==> config.mk <==
export PLATFORM = sky130hd
export DESIGN_NAME = sequential_turn_lamp_sequencer
export DESIGN_NICKNAME = d
export VERILOG_FILES = /design/src/rtl/stls_pkg.sv /design/src/rtl/stls_cfg_regs.sv /design/src/rtl/stls_tick_core.sv /design/src/rtl/sequential_turn_lamp_sequencer.sv
export SDC_FILE = /design/constraint.sdc
export NUM_CORES = 1
export LEC_CHECK = 0
export BUFFER_PORTS_ARGS = -buffer_cell sky130_fd_sc_hd__buf_2
export CORE_UTILIZATION = 61
export CTS_CLUSTER_DIAMETER = 60
export DETAILED_ROUTE_END_ITERATION = 8
export PLACE_DENSITY = 0.8
export SYNTH_ARGS = -nofsm -noshare
export SYNTH_HDL_FRONTEND = slang
export SYNTH_SLANG_ARGS = --single-unit
==> constraint.sdc <==
create_clock -name aclk -period 4.3 [get_ports aclk]
set_input_delay 1.29 -clock aclk [delete_from_list [all_inputs] [get_ports aclk]]
set_output_delay 1.29 -clock aclk [all_outputs]
set_load 0.01 [all_outputs]
==> src/rtl/stls_pkg.sv <==
`default_nettype none

package stls_pkg;

    // Configuration register indexes
    localparam logic [2:0] REG_STEP_PRESCALE    = 3'd0;
    localparam logic [2:0] REG_HOLD_LIMIT       = 3'd1;
    localparam logic [2:0] REG_RELEASE_DELAY    = 3'd2;
    localparam logic [2:0] REG_STARTUP_DELAY    = 3'd3;
    localparam logic [2:0] REG_SLOW_BASE_PERIOD = 3'd4;

    localparam int CFG_INDEX_W = 3;
    localparam int CFG_DATA_W  = 10;

    // Register reset values
    localparam logic [7:0] STEP_PRESCALE_RST    = 8'd40;
    localparam logic [9:0] HOLD_LIMIT_RST       = 10'd500;
    localparam logic [7:0] RELEASE_DELAY_RST    = 8'd10;
    localparam logic [7:0] STARTUP_DELAY_RST    = 8'd5;
    localparam logic [7:0] SLOW_BASE_PERIOD_RST = 8'd100;

    // Auxiliary lamp taps on the pattern
    localparam int AUX_LOW_BIT  = 0;
    localparam int AUX_HIGH_BIT = 4;

    typedef struct packed {
        logic [7:0] step_prescale;
        logic [9:0] hold_limit;
        logic [7:0] release_delay;
        logic [7:0] slow_base_period;
    } cfg_t;

    typedef struct packed {
        logic [7:0] lamp_pattern;
        logic       running_lamp_on;
        logic       heartbeat;
    } result_t;

    // Fixed sweep table: lamps fill in from the low end, top lamp always lit
    function automatic logic [7:0] lamp_lookup(input logic [2:0] idx);
        logic [7:0] val;
        case (idx)
            3'd0:    val = 8'h80;
            3'd1:    val = 8'h81;
            3'd2:    val = 8'h83;
            3'd3:    val = 8'h87;
            3'd4:    val = 8'h8f;
            3'd5:    val = 8'h9f;
            3'd6:    val = 8'hbf;
            3'd7:    val = 8'hff;
            default: val = 8'h00;
        endcase
        return val;
    endfunction

endpackage

`default_nettype wire

==> src/rtl/stls_cfg_regs.sv <==
`default_nettype none

module stls_cfg_regs (
    input  wire logic                              aclk,
    input  wire logic                              aresetn,
    input  wire logic                              cfg_wr_en,
    input  wire logic [stls_pkg::CFG_INDEX_W-1:0]  cfg_index,
    input  wire logic [stls_pkg::CFG_DATA_W-1:0]   cfg_wdata,
    output stls_pkg::cfg_t                         cfg
);

    stls_pkg::cfg_t cfg_reg;

    // Register file; the startup delay only loads the delay counter at reset,
    // where its reset value always applies, so its writes are dropped here.
    always_ff @(posedge aclk) begin
        if (!aresetn) begin
            cfg_reg.step_prescale    <= stls_pkg::STEP_PRESCALE_RST;
            cfg_reg.hold_limit       <= stls_pkg::HOLD_LIMIT_RST;
            cfg_reg.release_delay    <= stls_pkg::RELEASE_DELAY_RST;
            cfg_reg.slow_base_period <= stls_pkg::SLOW_BASE_PERIOD_RST;
        end else if (cfg_wr_en) begin
            case (cfg_index)
                stls_pkg::REG_STEP_PRESCALE:    cfg_reg.step_prescale    <= cfg_wdata[7:0];
                stls_pkg::REG_HOLD_LIMIT:       cfg_reg.hold_limit       <= cfg_wdata[9:0];
                stls_pkg::REG_RELEASE_DELAY:    cfg_reg.release_delay    <= cfg_wdata[7:0];
                stls_pkg::REG_STARTUP_DELAY:    cfg_reg <= cfg_reg;
                stls_pkg::REG_SLOW_BASE_PERIOD: cfg_reg.slow_base_period <= cfg_wdata[7:0];
                default:                        cfg_reg <= cfg_reg;
            endcase
        end
    end

    assign cfg = cfg_reg;

endmodule

`default_nettype wire

==> src/rtl/stls_tick_core.sv <==
`default_nettype none

module stls_tick_core #(
    parameter int PATTERN_STEPS = 8
) (
    input  wire logic        aclk,
    input  wire logic        aresetn,
    input  wire logic        tick_en,
    input  wire logic        trig,
    input  wire stls_pkg::cfg_t cfg,
    output stls_pkg::result_t result
);

    logic       trig_latched_reg, trig_latched_next;
    logic       sweep_active_reg, sweep_active_next;
    logic [2:0] step_index_reg, step_index_next;
    logic [7:0] prescale_reg, prescale_next;
    logic [9:0] hold_count_reg, hold_count_next;
    logic       delay_active_reg, delay_active_next;
    logic [7:0] delay_rem_reg, delay_rem_next;
    logic [7:0] base_ticks_reg, base_ticks_next;
    logic [7:0] pattern_reg, pattern_next;
    logic       running_reg, running_next;
    logic       heartbeat_reg, heartbeat_next;

    logic [9:0] hold_inc;
    logic [3:0] step_inc;
    logic [7:0] base_inc;

    assign hold_inc = hold_count_reg + 10'd1;
    assign step_inc = {1'b0, step_index_reg} + 4'd1;
    assign base_inc = base_ticks_reg + 8'd1;

    // One tick: heartbeat, trigger edge / hold, sweep step, slow base and delay
    always_comb begin
        trig_latched_next = trig_latched_reg;
        sweep_active_next = sweep_active_reg;
        step_index_next   = step_index_reg;
        prescale_next     = prescale_reg;
        hold_count_next   = hold_count_reg;
        delay_active_next = delay_active_reg;
        delay_rem_next    = delay_rem_reg;
        base_ticks_next   = base_ticks_reg;
        pattern_next      = pattern_reg;
        running_next      = running_reg;
        heartbeat_next    = heartbeat_reg;

        if (tick_en) begin
            heartbeat_next = ~heartbeat_reg;

            // trigger handling
            if (trig) begin
                if (!trig_latched_reg) begin
                    trig_latched_next = 1'b1;
                    prescale_next     = cfg.step_prescale;
                    sweep_active_next = 1'b1;
                    running_next      = 1'b0;
                    hold_count_next   = 10'd0;
                end else begin
                    hold_count_next = hold_inc;
                    if (hold_inc >= cfg.hold_limit) begin
                        hold_count_next = 10'd0;
                        running_next    = 1'b1;
                        pattern_next    = 8'd0;
                    end
                end
            end else begin
                if (trig_latched_reg) begin
                    trig_latched_next = 1'b0;
                    delay_active_next = 1'b1;
                    delay_rem_next    = cfg.release_delay;
                end
                pattern_next      = 8'd0;
                sweep_active_next = 1'b0;
            end

            // sweep step; index survives an aborted sweep
            if (sweep_active_next) begin
                if (prescale_next != 8'd0) begin
                    prescale_next = prescale_next - 8'd1;
                end else begin
                    prescale_next = cfg.step_prescale;
                    pattern_next  = stls_pkg::lamp_lookup(step_index_reg);
                    if (step_inc >= 4'(PATTERN_STEPS)) begin
                        step_index_next   = 3'd0;
                        sweep_active_next = 1'b0;
                    end else begin
                        step_index_next = step_inc[2:0];
                    end
                end
            end

            // free-running slow base drives the delay countdown
            base_ticks_next = base_inc;
            if (base_inc >= cfg.slow_base_period) begin
                base_ticks_next = 8'd0;
                if (delay_active_next) begin
                    if (delay_rem_next != 8'd0) begin
                        delay_rem_next = delay_rem_next - 8'd1;
                    end else begin
                        delay_active_next = 1'b0;
                        running_next      = 1'b1;
                    end
                end
            end
        end
    end

    always_ff @(posedge aclk) begin
        if (!aresetn) begin
            trig_latched_reg <= 1'b0;
            sweep_active_reg <= 1'b0;
            step_index_reg   <= 3'd0;
            prescale_reg     <= 8'd0;
            hold_count_reg   <= 10'd0;
            delay_active_reg <= 1'b1;
            delay_rem_reg    <= stls_pkg::STARTUP_DELAY_RST;
            base_ticks_reg   <= 8'd0;
            pattern_reg      <= 8'd0;
            running_reg      <= 1'b0;
            heartbeat_reg    <= 1'b0;
        end else begin
            trig_latched_reg <= trig_latched_next;
            sweep_active_reg <= sweep_active_next;
            step_index_reg   <= step_index_next;
            prescale_reg     <= prescale_next;
            hold_count_reg   <= hold_count_next;
            delay_active_reg <= delay_active_next;
            delay_rem_reg    <= delay_rem_next;
            base_ticks_reg   <= base_ticks_next;
            pattern_reg      <= pattern_next;
            running_reg      <= running_next;
            heartbeat_reg    <= heartbeat_next;
        end
    end

    // result reflects the state after this tick
    assign result.lamp_pattern    = pattern_next;
    assign result.running_lamp_on = running_next;
    assign result.heartbeat       = heartbeat_next;

    // step index never leaves the active part of the table
    a_step_range: assert property (@(posedge aclk) disable iff (!aresetn)
        {1'b0, step_index_reg} < 4'(PATTERN_STEPS))
        else $error("step index out of range");

    // heartbeat flips on every tick
    a_hb_toggle: assert property (@(posedge aclk) disable iff (!aresetn)
        tick_en |=> heartbeat_reg != $past(heartbeat_reg))
        else $error("heartbeat did not toggle");

    // no tick, no state change
    a_idle_hold: assert property (@(posedge aclk) disable iff (!aresetn)
        !tick_en |=> $stable(step_index_reg) && $stable(pattern_reg)
                     && $stable(base_ticks_reg))
        else $error("state moved without a tick");

    // released trigger blanks the lamps and stops the sweep
    a_release_blank: assert property (@(posedge aclk) disable iff (!aresetn)
        tick_en && !trig |=> pattern_reg == 8'd0 && !sweep_active_reg
                             && !trig_latched_reg)
        else $error("lamps not blanked on release");

endmodule

`default_nettype wire

==> src/rtl/sequential_turn_lamp_sequencer.sv <==
// Pipeline: a request goes into the input register, then its result into the result
// register, which drives m_valid.
// Throughput: one request per cycle while results are taken; with a result stalled, one
// more request waits in the input register before s_ready drops.
// Reset: synchronous, active low; registers at defaults, startup delay armed.
`default_nettype none

module sequential_turn_lamp_sequencer #(
    parameter int PATTERN_STEPS = 8
) (
    input  wire logic                              aclk,
    input  wire logic                              aresetn,
    // configuration
    input  wire logic                              cfg_wr_en,
    input  wire logic [stls_pkg::CFG_INDEX_W-1:0]  cfg_index,
    input  wire logic [stls_pkg::CFG_DATA_W-1:0]   cfg_wdata,
    // tick requests
    input  wire logic                              s_valid,
    output      logic                              s_ready,
    input  wire logic                              s_trigger_level,
    // results
    output      logic                              m_valid,
    input  wire logic                              m_ready,
    output      logic [7:0]                        m_lamp_pattern,
    output      logic                              m_aux_lamp_low,
    output      logic                              m_aux_lamp_high,
    output      logic                              m_running_lamp_on,
    output      logic                              m_heartbeat
);

    stls_pkg::cfg_t    cfg;
    stls_pkg::result_t core_result;

    logic              in_valid_reg;
    logic              in_trig_reg;
    logic              out_valid_reg;
    stls_pkg::result_t out_reg;
    logic              out_load;
    logic              tick_en;

    stls_cfg_regs u_cfg (
        .aclk      (aclk),
        .aresetn   (aresetn),
        .cfg_wr_en (cfg_wr_en),
        .cfg_index (cfg_index),
        .cfg_wdata (cfg_wdata),
        .cfg       (cfg)
    );

    // pipeline control: result register frees when empty or taken
    assign out_load = !out_valid_reg || m_ready;
    assign tick_en  = in_valid_reg && out_load;
    assign s_ready  = !in_valid_reg || out_load;

    // input register
    always_ff @(posedge aclk) begin
        if (!aresetn) begin
            in_valid_reg <= 1'b0;
        end else if (s_ready) begin
            in_valid_reg <= s_valid;
        end
    end

    always_ff @(posedge aclk) begin
        if (s_ready && s_valid) begin
            in_trig_reg <= s_trigger_level;
        end
    end

    stls_tick_core #(
        .PATTERN_STEPS (PATTERN_STEPS)
    ) u_core (
        .aclk    (aclk),
        .aresetn (aresetn),
        .tick_en (tick_en),
        .trig    (in_trig_reg),
        .cfg     (cfg),
        .result  (core_result)
    );

    // result register
    always_ff @(posedge aclk) begin
        if (!aresetn) begin
            out_valid_reg <= 1'b0;
        end else if (out_load) begin
            out_valid_reg <= in_valid_reg;
        end
    end

    always_ff @(posedge aclk) begin
        if (tick_en) begin
            out_reg <= core_result;
        end
    end

    assign m_valid           = out_valid_reg;
    assign m_lamp_pattern    = out_reg.lamp_pattern;
    assign m_aux_lamp_low    = out_reg.lamp_pattern[stls_pkg::AUX_LOW_BIT];
    assign m_aux_lamp_high   = out_reg.lamp_pattern[stls_pkg::AUX_HIGH_BIT];
    assign m_running_lamp_on = out_reg.running_lamp_on;
    assign m_heartbeat       = out_reg.heartbeat;

endmodule

`default_nettype wire
# Yosys cells after proc, flatten, opt, wreduce, memory -nomap -nowiden
# Memory sizes are Yosys's and may differ from the RTL's. A register that Yosys moved wholly into a read port is not among the register bits.
# Index checks and enable logic that the tools add are counted.
# Widths: inputs -> output; s select.
word_totals:
  output_inout_bits: 14
  romBits: 56
  word_cells: 94
  regBits: 97
  memories: 1
  inputBits: 19
classes:
  bitwise_logic: 2
  mux: 44
  reduce_logical: 15
  n_addsub: 5
  eq_ne: 3
  n_lt_le_gt_ge: 3
memory_table:
  columns: ["memory", "depth", "word_bits", "read_ports", "rd_ports_with_merged_regs", "wr", "line", "rtl"]
  rows:
  - ["(name not given)", 8, 7, 1, 1, 0, "stls_pkg.sv:42", "case (idx)"]
ops:
  columns: ["operator", "n"]
  rows:
  - ["$mux 8", 18]
  - ["$mux 1", 21]
  - ["$mux 10", 2]
  - ["$reduce_bool 8->1", 2]
  - ["$sub 8x1->8 const B", 2]
  - ["$add 10x1->10 const B", 1]
  - ["$ge 10x10->1", 1]
  - ["$reduce_and 2->1", 5]
  - ["$mux 3", 3]
  - ["$add 8x1->8 const B", 1]
  - ["$ge 8x8->1", 1]
  - ["$add 3x1->4 const B", 1]
  - ["$ge 4x4->1 const B", 1]
  - ["$eq 3x1->1 const B", 1]
  - ["$eq 3x2->1 const B", 1]
  - ["$eq 3x3->1 const B", 1]
  - ["$logic_not 3->1", 1]
  - ["$reduce_and 3->1", 1]
  - ["$logic_and 1x1->1", 2]
  - ["$logic_not 1->1", 2]
  - ["$logic_or 1x1->1", 2]
  - ["$not 1->1", 2]

# Longest topological paths before layout
logic_depth:
  ltp_word: 9
  ltp_mapped: 13
  ltp_nobuf: 12

# Cells and area by module
# From an unflattened synthesis, not the netlist that was laid out.
hier_totals:
  cells_unflattened: 654
  area_unflattened_um2: 5769.3
modules_own_cells:
  columns: ["mod", "instances", "seq_area_each_um2", "area_each_um2", "cells_each"]
  rows:
  - ["stls_tick_core", 1, 1141.1, 3966.3, 500]
  - ["stls_cfg_regs", 1, 680.7, 1353.8, 132]
  - ["sequential_turn_lamp_sequencer", 1, 370.4, 449.2, 22]

# Worst setup path before layout
# No wires, ideal clock.
synth_timing:
  kind: "register to register"
  from: "register u_core.base_ticks_reg[2]"
  to: "register u_core.delay_rem_reg[3]"
  t_required_ps: 4183
  arrival_time_ps: 2885
  path_buffers: 0
  stages_incl_launch_ff: 12
  setup_time_ps: 117
  path_slack_ps: 1298
  period_less_slack_ps: 3002
  path_cell_list: "dfxtp_1 and3_1 and3_1 nand3_1 xnor2_1 ha_1 nand4_1 o31ai_1 nand4_1 xor2_1 o22ai_1 a22o_1"
synth_between:
  elab_chain_cells: 3
synth_lines:
  columns: ["element", "line", "rtl"]
  rows:
  - ["from (decl)", "stls_tick_core.sv:21", "logic [7:0] base_ticks_reg, base_ticks_next;"]
  - ["from (signal assigned)", "stls_tick_core.sv:130", "base_ticks_reg <= base_ticks_next;"]
  - ["$add 8x1->8", "stls_tick_core.sv:32", "assign base_inc = base_ticks_reg + 8'd1;"]
  - ["$ge 8x8->1", "stls_tick_core.sv:95", "if (base_inc >= cfg.slow_base_period) begin"]
  - ["$mux 8", "stls_tick_core.sv:95", null]
  - ["to (signal assigned)", "stls_tick_core.sv:117", "delay_rem_reg <= stls_pkg::STARTUP_DELAY_RST;"]
  - ["to (signal assigned)", "stls_tick_core.sv:129", "delay_rem_reg <= delay_rem_next;"]
  - ["to (decl)", "stls_tick_core.sv:20", "logic [7:0] delay_rem_reg, delay_rem_next;"]
# No other way between the ends.
# A chain may end at the register's enable or synchronous reset.

==> results.yml <==
timing:
  finalHoldViolations: 0
  fin_tns_setup_ns: 0
  worst_slew_pin_slew_ns: 0.960
  clock_skew_ns: 0.0125
  finalSetupViolCount: 0
  holdWs_ns: 0.481
  max_freq_mhz: 309
  finalMaxSlewViolations: 0
  setup_slack_ns: 1.06
  post-route-period-util_pct: 75.3
  slew_headroom_pct: 35.5
  rsz0062_at_grt: "false"
  period_needed_ns: 3.24
clocking:
  cts.sinks: 104
  tritoncts: "built"
  cts.htree.levels: 3
  clock_latency_ns: 0.37
  hold_buffers: 0
  clkTransAtPathRegs_ns: 0.10
  ctsResizeCount: 0
  cts_root_buf: "clkbuf_8"
  cts.path.max_buffers: 2
  cts_setup_buffers: 0
  cts_buffers: 9
yosys:
  synth.largest_area_cell: "dfxtp_1"
  syn_area_per_cell_um2: 8.65
  synth.distinct_cells: 65
  synthTopCellsByArea: "dfxtp_1 34%, nand2_1 7.2%, edfxtp_1 6.1%"
  syn_inst: 631
  synth_nets: 675
  synthesis.area_um2: 5460
  async_flop_share_pct: 0
  synth_top_area_share_pct: 34.1
  ys_seq_area_share_pct: 40.2
  synth_edf_count: 11
  yosys_warnings: 0
  ys_ff_latch: 104
  synthFlopType: "dfxtp_1"
routing:
  drt_first_iter_violations: 251
  wl_per_cell_um: 15.5
  drcViolationCount: 0
  viasPerCell: 5.94
  drt-total-wl_um: 11900
  ant_nets: 0
  firstDrtPassIters: 5
  vias: 4554
pwr:
  powerDensity_nw_per_um2: 305
  power_w: 0.00179
  p_leak_nw: 2.52
  peakVddDrop_mv: 0.214
place:
  portBuffers: 32
  globalplace.congestion: 0.948
  dp_slack_ns: 1.00
  dp_hpwl_um: 8410
cells_and_area:
  synthToLayoutAreaGrowth_pct: 7.45
  nNetsFinal: 698
  nFillCells: 727
  layout_common_cells: "105 x nand2_1, 93 x dfxtp_1, 36 x nor2_1"
  fin_util_pct: 67.5
  drive_gt1_share_pct: 10.5
  final_common_cell: "nand2_1"
  largest_reg_flops: 34
  antennaDiodeCount: 0
global_routing:
  grtUsageTotal_pct: 27.3
  use_met3_pct: 4.77
  grt-ovfl-total: 0
  grt_max_degree: 72
  grt_use_met2_pct: 47.4
  first_global_vias: 4182
  antenna_found_initial: 0
  grt.busiest_layer: "met2"
  grt_pass1_wl_um: 19600
  use_met1_pct: 34.7
worst_setup_path:
  cp_slowest_cell: "o21ai_1"
  crit_cells: 12
  cp.required_ns: 4.61
  crit_buf_inv: 0
  startpoint_type: "register"
  cp_cell_sequence: "ha_1 > and3_1 > and3_1 > nand3_1 > xnor2_1 > ha_1 > a21o_1 > a21oi_1 > o221ai_1 > o21ai_1 > a22o_1 > and2_1"
  cp_top_family: "compound AO/OA/AOI/OAI gates"
  critPathLaunch: "u_core.hold_count_reg[0]"
  endpoint_kind: "register"
  crit_fanout: 7
  rrSetupSlack_ns: 1.06
  rr_worst_depth: 12
  max_stage_delay_ns: 0.50
  cp.arrival_ns: 3.55
  worstSetupPathType: "reg2reg"
  r2r_start: "u_core.hold_count_reg[0]"
hold_path:
  hold_depth: 2
  hold_path.class: "reg2reg"
  hp-start: "u_cfg.cfg[3]"
status:
  status: "complete, no violations"
floorplanning:
  initial_core_util_pct: 62.9
  core_area_um2: 8680
  io_pins: 33
  num_rows: 34
  die_area_um2: 9320
  die_w_um: 96.6
  die_y_um: 96.6
job:
  maxCapViolCount: 0
per-layer routing:
metal  vias up  share of wire [%]
met3        14                4.4
li1       2255                  -
met5         -                  0
met4         0                1.2
met1      2156                 45
met2       129                 49
metrics by stage:
| step | instance area (µm²) | cells |
|---|---|---|
| 2_1_floorplan | 5460 | 631 |
| 3_3_place_gp | 5680 | 751 |
| 3_5_place_dp | 5680 | 751 |
| 4_1_cts | 5860 | 767 |
| 5_1_grt | 5860 | 767 |
| 6_report | 5860 | 767 |
worst min-delay path: cells and delay by family, from the launching register on:
family | cells | cell delay, ns
flops | 1 | 0.32
compound gates | 1 | 0.07
simple gates | 1 | 0.05
cells by family after synthesis:
group / count (synthesis) / share of synthesized area, %
xor gates and xnor gates: 26 / 4.17
buffers and inverters: 54 / 4.17
muxes: 20 / 3.76
DFF: 104 / 40.2
and+or+nand+nor: 252 / 23.1
AOI/OAI and AO/OA: 150 / 18.9
adders and majority gates: 25 / 5.73
synthesized netlist by cell type (12+ instances only):
| master | number |
|---|---|
| inv_1 | 24 |
| a21boi_0 | 22 |
| nand3_1 | 19 |
| xnor2_1 | 12 |
| dfxtp_1 | 93 |
| a22o_1 | 12 |
| a21oi_1 | 22 |
| o21ai_0 | 32 |
| nor2b_1 | 16 |
| nor2_1 | 36 |
| o211ai_1 | 13 |
| xor2_1 | 14 |
| clkbuf_1 | 18 |
| mux2i_1 | 18 |
| and2_1 | 18 |
| ha_1 | 25 |
| nand2_1 | 105 |
area by class of cell:
class	count	area, µm²	share of cell area (%)
clock buffer	9	124	2.11
clock inverter	7	53.8	0.918
inverter	25	93.8	1.60
multi-input combinational	473	3040	51.8
sequential	104	2190	37.4
tap	108	135	2.31
timing repair buffer	41	228	3.88
power by group:
group | internal, W | switching, W | total (W)
Clock | 0.000217 | 0.000346 | 0.000563
Sequential | 0.00100 | 0.0000195 | 0.00102
Combinational | 0.0000786 | 0.000126 | 0.000204
path summary, 6_finish.rpt:
check,endpoint
worst max-delay path,u_core.pattern_reg[1]
worst min-delay path,u_cfg.cfg[3]
worst max register to register,u_core.pattern_reg[1]
worst min register to register,u_cfg.cfg[3]
Note: power is estimated with default switching activity, not from simulation.
